$ cat src/rtl/flsa_pkg.sv
// Shared package for the free-list slot allocator.
// Holds the default slot count, field widths, request and status codes.
// No dependencies.
`timescale 1ns / 1ps
`default_nettype none

package flsa_pkg;

    localparam int SLOTS_DEF = 256;
    localparam int SLOT_W    = 16;
    localparam int GRANT_W   = 8;
    localparam int STATUS_W  = 2;

    localparam logic KIND_ALLOC = 1'b0;
    localparam logic KIND_FREE  = 1'b1;

    typedef enum logic [STATUS_W-1:0] {
        ST_OK     = 2'd0,
        ST_OOM    = 2'd1,
        ST_DOUBLE = 2'd2,
        ST_BOUNDS = 2'd3
    } status_t;

endpackage

`default_nettype wire

$ cat src/rtl/flsa_ram.sv
// Generic single-write, single-read synchronous RAM with registered read data.
// Read data holds until the next read enable. No dependencies.
`timescale 1ns / 1ps
`default_nettype none

module flsa_ram #(
    parameter int WIDTH = 9,
    parameter int DEPTH = 256
) (
    input  wire logic                     aclk,
    input  wire logic                     wr_en,
    input  wire logic [$clog2(DEPTH)-1:0] wr_addr,
    input  wire logic [WIDTH-1:0]         wr_data,
    input  wire logic                     rd_en,
    input  wire logic [$clog2(DEPTH)-1:0] rd_addr,
    output logic      [WIDTH-1:0]         rd_data
);

    logic [WIDTH-1:0] mem [DEPTH];

    always_ff @(posedge aclk) begin
        if (wr_en) begin
            mem[wr_addr] <= wr_data;
        end
        if (rd_en) begin
            rd_data <= mem[rd_addr];
        end
    end

endmodule

`default_nettype wire

$ cat src/rtl/free_list_slot_allocator.sv
// Top level of the free-list slot allocator: control sequencer, head register
// and the next-index RAM (flsa_ram). Uses flsa_pkg.
//
//  channel | direction | handshake           | payload
//  --------+-----------+---------------------+---------------------------------
//  cfg     | in        | cfg_valid/cfg_ready | cfg_safety
//  s       | in        | s_valid/s_ready     | s_kind, s_slot
//  m       | out       | m_valid/m_ready     | m_granted_slot, m_status
//
// Allocate: the head's successor is read from the next-index RAM, then the head is updated.
// Free: with safety off or an out-of-range slot, no list walk; with safety on, the
// list is first walked from the head for the slot, reading at most SLOTS entries.
// The walk shares the single RAM read port.
// After reset an init sweep writes the chain 0..SLOTS-1 into the RAM,
// with s_ready low throughout. Config writes are taken at any time.
// One request in flight; a new one is taken while the last result waits on m_ready.
`timescale 1ns / 1ps
`default_nettype none

module free_list_slot_allocator
    import flsa_pkg::*;
#(
    parameter int SLOTS = SLOTS_DEF
) (
    input  wire logic                aclk,
    input  wire logic                aresetn,
    input  wire logic                cfg_valid,
    output logic                     cfg_ready,
    input  wire logic                cfg_safety,
    input  wire logic                s_valid,
    output logic                     s_ready,
    input  wire logic                s_kind,
    input  wire logic [SLOT_W-1:0]   s_slot,
    output logic                     m_valid,
    input  wire logic                m_ready,
    output logic      [GRANT_W-1:0]  m_granted_slot,
    output logic      [STATUS_W-1:0] m_status
);

    localparam int IW = $clog2(SLOTS + 1);   // index incl. null code
    localparam int AW = $clog2(SLOTS);
    localparam logic [IW-1:0] NULL_IDX  = IW'(SLOTS);
    localparam logic [AW-1:0] LAST_ADDR = AW'(SLOTS - 1);

    typedef enum logic [4:0] {
        S_INIT    = 5'b00001,
        S_IDLE    = 5'b00010,
        S_WALK    = 5'b00100,
        S_WALK_RD = 5'b01000,
        S_FINISH  = 5'b10000
    } state_t;

    typedef enum logic [1:0] {
        ACT_NONE = 2'd0,
        ACT_POP  = 2'd1,
        ACT_PUSH = 2'd2
    } act_t;

    state_t             state_reg, state_next;
    act_t               act_reg, act_next;
    status_t            res_reg, res_next;
    logic [IW-1:0]      head_reg, head_next;
    logic [IW-1:0]      cur_reg, cur_next;
    logic [IW-1:0]      cnt_reg, cnt_next;
    logic [IW-1:0]      slot_reg, slot_next;
    logic [AW-1:0]      init_reg, init_next;
    logic               safety_reg, safety_next;
    logic               m_valid_reg, m_valid_next;
    logic [GRANT_W-1:0] m_grant_reg, m_grant_next;
    status_t            m_status_reg, m_status_next;

    logic               ram_wr_en;
    logic [AW-1:0]      ram_wr_addr;
    logic [IW-1:0]      ram_wr_data;
    logic               ram_rd_en;
    logic [AW-1:0]      ram_rd_addr;
    logic [IW-1:0]      ram_rd_data;

    logic               slot_in_range;
    logic               head_null;
    logic               out_free;

    flsa_ram #(
        .WIDTH (IW),
        .DEPTH (SLOTS)
    ) u_next_ram (
        .aclk    (aclk),
        .wr_en   (ram_wr_en),
        .wr_addr (ram_wr_addr),
        .wr_data (ram_wr_data),
        .rd_en   (ram_rd_en),
        .rd_addr (ram_rd_addr),
        .rd_data (ram_rd_data)
    );

    assign slot_in_range = (32'(s_slot) < 32'(SLOTS));
    assign head_null     = (head_reg >= NULL_IDX);
    assign out_free      = !m_valid_reg || m_ready;

    assign cfg_ready      = 1'b1;
    assign s_ready        = (state_reg == S_IDLE);
    assign m_valid        = m_valid_reg;
    assign m_granted_slot = m_grant_reg;
    assign m_status       = m_status_reg;

    always_comb begin
        state_next    = state_reg;
        act_next      = act_reg;
        res_next      = res_reg;
        head_next     = head_reg;
        cur_next      = cur_reg;
        cnt_next      = cnt_reg;
        slot_next     = slot_reg;
        init_next     = init_reg;
        safety_next   = safety_reg;
        m_valid_next  = m_valid_reg;
        m_grant_next  = m_grant_reg;
        m_status_next = m_status_reg;
        ram_wr_en     = 1'b0;
        ram_wr_addr   = '0;
        ram_wr_data   = '0;
        ram_rd_en     = 1'b0;
        ram_rd_addr   = '0;

        if (cfg_valid) begin
            safety_next = cfg_safety;
        end
        if (m_valid_reg && m_ready) begin
            m_valid_next = 1'b0;
        end

        case (state_reg)
            S_INIT: begin
                ram_wr_en   = 1'b1;
                ram_wr_addr = init_reg;
                ram_wr_data = IW'(init_reg) + IW'(1);
                init_next   = init_reg + AW'(1);
                if (init_reg == LAST_ADDR) begin
                    state_next = S_IDLE;
                end
            end
            S_IDLE: begin
                if (s_valid) begin
                    slot_next = IW'(s_slot);
                    if (s_kind == KIND_ALLOC) begin
                        if (head_null) begin
                            res_next   = ST_OOM;
                            act_next   = ACT_NONE;
                        end else begin
                            // successor of the head arrives next cycle
                            ram_rd_en   = 1'b1;
                            ram_rd_addr = head_reg[AW-1:0];
                            res_next    = ST_OK;
                            act_next    = ACT_POP;
                        end
                        state_next = S_FINISH;
                    end else if (!slot_in_range) begin
                        res_next   = ST_BOUNDS;
                        act_next   = ACT_NONE;
                        state_next = S_FINISH;
                    end else if (safety_reg) begin
                        cur_next   = head_reg;
                        cnt_next   = '0;
                        state_next = S_WALK;
                    end else begin
                        res_next   = ST_OK;
                        act_next   = ACT_PUSH;
                        state_next = S_FINISH;
                    end
                end
            end
            S_WALK: begin
                // bounded walk: a list looped by unchecked frees still ends
                if (cur_reg >= NULL_IDX || cnt_reg == NULL_IDX) begin
                    res_next   = ST_OK;
                    act_next   = ACT_PUSH;
                    state_next = S_FINISH;
                end else if (cur_reg == slot_reg) begin
                    res_next   = ST_DOUBLE;
                    act_next   = ACT_NONE;
                    state_next = S_FINISH;
                end else begin
                    ram_rd_en   = 1'b1;
                    ram_rd_addr = cur_reg[AW-1:0];
                    cnt_next    = cnt_reg + IW'(1);
                    state_next  = S_WALK_RD;
                end
            end
            S_WALK_RD: begin
                cur_next   = ram_rd_data;
                state_next = S_WALK;
            end
            S_FINISH: begin
                if (out_free) begin
                    m_valid_next  = 1'b1;
                    m_status_next = res_reg;
                    m_grant_next  = (act_reg == ACT_POP) ? GRANT_W'(head_reg) : '0;
                    case (act_reg)
                        ACT_POP: begin
                            head_next = ram_rd_data;
                        end
                        ACT_PUSH: begin
                            ram_wr_en   = 1'b1;
                            ram_wr_addr = slot_reg[AW-1:0];
                            ram_wr_data = head_reg;
                            head_next   = slot_reg;
                        end
                        default: begin
                        end
                    endcase
                    state_next = S_IDLE;
                end
            end
            default: begin
                state_next = S_INIT;
            end
        endcase
    end

    always_ff @(posedge aclk) begin
        if (!aresetn) begin
            state_reg   <= S_INIT;
            act_reg     <= ACT_NONE;
            head_reg    <= '0;
            init_reg    <= '0;
            safety_reg  <= 1'b0;
            m_valid_reg <= 1'b0;
        end else begin
            state_reg   <= state_next;
            act_reg     <= act_next;
            head_reg    <= head_next;
            init_reg    <= init_next;
            safety_reg  <= safety_next;
            m_valid_reg <= m_valid_next;
        end
    end

    always_ff @(posedge aclk) begin
        res_reg      <= res_next;
        cur_reg      <= cur_next;
        cnt_reg      <= cnt_next;
        slot_reg     <= slot_next;
        m_grant_reg  <= m_grant_next;
        m_status_reg <= m_status_next;
    end

endmodule

`default_nettype wire

$ cat config.mk
export PLATFORM = sky130hd
export DESIGN_NAME = free_list_slot_allocator
export DESIGN_NICKNAME = d
export VERILOG_FILES = /design/src/rtl/flsa_pkg.sv /design/src/rtl/flsa_ram.sv /design/src/rtl/free_list_slot_allocator.sv
export SDC_FILE = /design/constraint.sdc
export NUM_CORES = 2
export LEC_CHECK = 0
export BUFFER_PORTS_ARGS = -buffer_cell sky130_fd_sc_hd__buf_4
export CAP_MARGIN = 40
export CORE_ASPECT_RATIO = 2
export CORE_MARGIN = 2
export CORE_UTILIZATION = 48
export DETAILED_ROUTE_END_ITERATION = 8
export SETUP_SLACK_MARGIN = 0.3
export SLEW_MARGIN = 20
export SYNTH_ARGS = -nofsm -noshare
export SYNTH_HDL_FRONTEND = slang
export SYNTH_SLANG_ARGS = --single-unit
$ cat constraint.sdc
create_clock -name aclk -period 26.1 [get_ports aclk]
set_clock_uncertainty 0.2 [all_clocks]
set_input_delay 1.305 -clock aclk [delete_from_list [all_inputs] [get_ports aclk]]
set_output_delay 1.305 -clock aclk [all_outputs]
set_load 0.1 [all_outputs]
==> impl_metrics.tcl <==
set metrics [dict create \
    outcome "completed" \
    synth_top_family_by_area "compound AO/OA/AOI/OAI gates" \
    synthesis.area_um2 95120 \
    grt_max_degree 177 \
    placedInstanceArea_um2 99560 \
    cts-root-buf "clkbuf_16" \
    fin_crit_sh_pct 25.80 \
    totalWireLength_um 286000 \
    drtPass1Iterations 8 \
    largest_register_ffs 2304 \
    yosysSeqAreaShare_pct 74.80 \
    setup_viol 0 \
    fill_cells 15990 \
    crit_fanout 160 \
    dpl.hpwl_um 177400 \
    drv_cap 0 \
    ys_ff_latch 2378 \
    tns_ns 0 \
    drtIter0Drc 6528 \
    start_util_pct 48.19 \
    layout_common_cells "edfxtp_1, nand2_1, a21oi_1, mux2i_1, buf_4" \
    maxSlewHeadroom_pct 28.05 \
    clk_pin_slew_worst_paths_ns 0.07 \
    drc 0 \
    cts_tree "built" \
    vdd_ir_drop_max_uv 73.23 \
    numPortBuffers 34 \
    largest-register "u_next_ram.mem" \
    drv_slew 0 \
    grt_overflow 0 \
    endpoint_kind "flop" \
    finalCoreUtilization_pct 53.95 \
    max_stage_delay_ns 0.75 \
    leakagePower_nw 36.29 \
    die_w_um 318.8 \
    vias 58680 \
    wire_per_inst_um 29.98 \
    worstPathRequired_ns 26.48 \
    cts_resized 0 \
    crit_start "cur_reg[5]" \
    timing.rr.start "cur_reg[5]" \
    synth-simple-area-share_pct 8.183 \
    area_growth_pct 11.96 \
    synth_ff_type "edfxtp_1" \
    drtAntennaViolNets 0 \
    final_common_cell "edfxtp_1" \
    clock.fmax_mhz 148.5 \
    core_um2 197400 \
    fin_nets 6845 \
    cts_max_level 4 \
    clock-sinks 2378 \
    arrival_ns 7.11 \
    yosysWarnings 0 \
    hold_viol 0 \
    grt_pass1_vias 57820 \
    post_cts_buffers 0 \
    rsz0062_at_grt "false" \
    p_total_mw 8.023 \
    cts_buffers 201 \
    drive_above_1_share_pct 11.38 \
    min_from "res_reg[0]" \
    synth_xor_xnor_area_share_pct 0.2486 \
    synth_nets 6669 \
    crit_chain "xor2_1 -> nor4_2 -> and3_1 -> o21a_4 -> buf_4 -> buf_12 -> buf_4 -> buf_4 -> a22oi_1 -> a22oi_1 -> a21oi_1 -> nor4_1 -> nor4_1" \
    finalCriticalPeriod_ns 6.734 \
    routabilityCongestion 0.8959 \
    synthCells 6641 \
    die_h_um 633.6 \
    yosys.area_share.adder_pct 0.06577 \
    ys_types 74 \
    clk_latency_ns 0.87 \
    postCtsHoldBufs 0 \
    antenna_found_initial 5 \
    whs_ns 0.2310 \
    critical-path-slowest-cell "buf_4" \
    synth_compound_area_share_pct 9.396 \
    worst_pin_slew_ns 1.079 \
    design_area_um2 106500 \
    power-per-cell-area_nw_per_um2 75.33 \
    grt_pass1_wl_um 406500 \
    synth_mux_area_share_pct 4.745 \
    cpMostUsedCell "buf_4" \
    async_flop_share_pct 0 \
    critPathKind "reg2reg" \
    num_rows 231 \
    hold_path_class "reg2reg" \
    viasPerCell 6.151 \
    startpoint_type "flop" \
    avgSynthCellArea_um2 14.32 \
    io_pins 36 \
    grt.total_usage_pct 27.81 \
    cts_buffer_depth 4 \
    synth_edf_count 2352 \
    die-area_um2 202000 \
]
[cell usage after synthesis, drive strengths merged (7+ instances only)]
cell | instances | area share [%]
and3 | 10 | 0.066
xnor2 | 14 | 0.13
a221oi | 100 | 0.92
xor2 | 13 | 0.12
inv | 16 | 0.063
o211a | 16 | 0.17
dfxtp | 26 | 0.55
nand3 | 257 | 1.4
nand2 | 1249 | 4.9
o22ai | 36 | 0.24
a2111oi | 22 | 0.20
clkbuf | 169 | 0.67
a21oi | 489 | 2.6
mux4 | 7 | 0.17
nor2 | 297 | 1.2
and2 | 23 | 0.15
o2111ai | 11 | 0.10
a21boi | 7 | 0.055
buf | 295 | 1.8
a22oi | 285 | 2.2
o221ai | 10 | 0.092
o211ai | 8 | 0.063
mux2i | 425 | 4.5
a31oi | 210 | 1.4
mux2 | 9 | 0.11
a31o | 12 | 0.11
nor4 | 37 | 0.25
edfxtp | 2352 | 74
o21ai | 165 | 0.88
[kinds of logic (layout without fill, tap and decap cells)]
logic type / count (synthesis) / after routing
simple gates: 1901 / 1901
compound gates: 1408 / 1408
mux: 441 / 441
other cells: 1 / 8
xor+xnor: 27 / 27
fa+ha+maj: 5 / 5
buf+inv: 480 / 809
flops: 2378 / 2378
[stage by stage]
step	cells	setup slack (ns)
after floorplan	6641	12.57
after global placement	8891	17.12
after detailed placement	9102	18.52
after CTS	9458	18.91
after global routing	9534	19.20
final	9540	19.37
[per-layer routing]
metal,wire length [um],GRT usage [%],up-vias
met1,97490,30.57,29890
li1,-,-,25580
met3,18120,3.839,717
met5,0,0,-
met4,23470,20.08,0
met2,146900,49.27,2489
[critical path, delay by kind of cell, from the launching register on]
kind / cells / cell delay [ns]
and+or+nand+nor: 4 / 1.75
buffers and inverters: 4 / 2.70
DFF: 1 / 0.51
AOI/OAI and AO/OA: 4 / 0.89
xor gates and xnor gates: 1 / 0.20
[final cells by class]
cell class / count / area, um^2 / share of cell area [%]
well taps: 2563 / 3207 / 3.011
clock buffers: 249 / 5295 / 4.972
repair buffers: 437 / 3889 / 3.651
multi-input cells: 3783 / 21960 / 20.62
diodes: 7 / 17.52 / 0.01645
clock inverters: 107 / 917.1 / 0.8612
flip-flops and latches: 2378 / 71150 / 66.81
inverters: 16 / 60.06 / 0.05639
[where the power goes]
part	switching, mW	internal, mW	leakage (nW)
registers	0.0132	4.45	23.7
clock network	1.35	1.58	3.01
logic	0.512	0.114	9.56
total	1.88	6.14	36.3
[path summary, 6_finish.rpt]
path,depth (start not counted),end,slack [ns]
max reg2reg,13,u_next_ram.rd_data[7],19.37
min,0,m_status[0],0.23
min reg2reg,0,m_status[0],0.23
max,13,u_next_ram.rd_data[7],19.37
No activity file was read; power rests on OpenSTA's default activity.
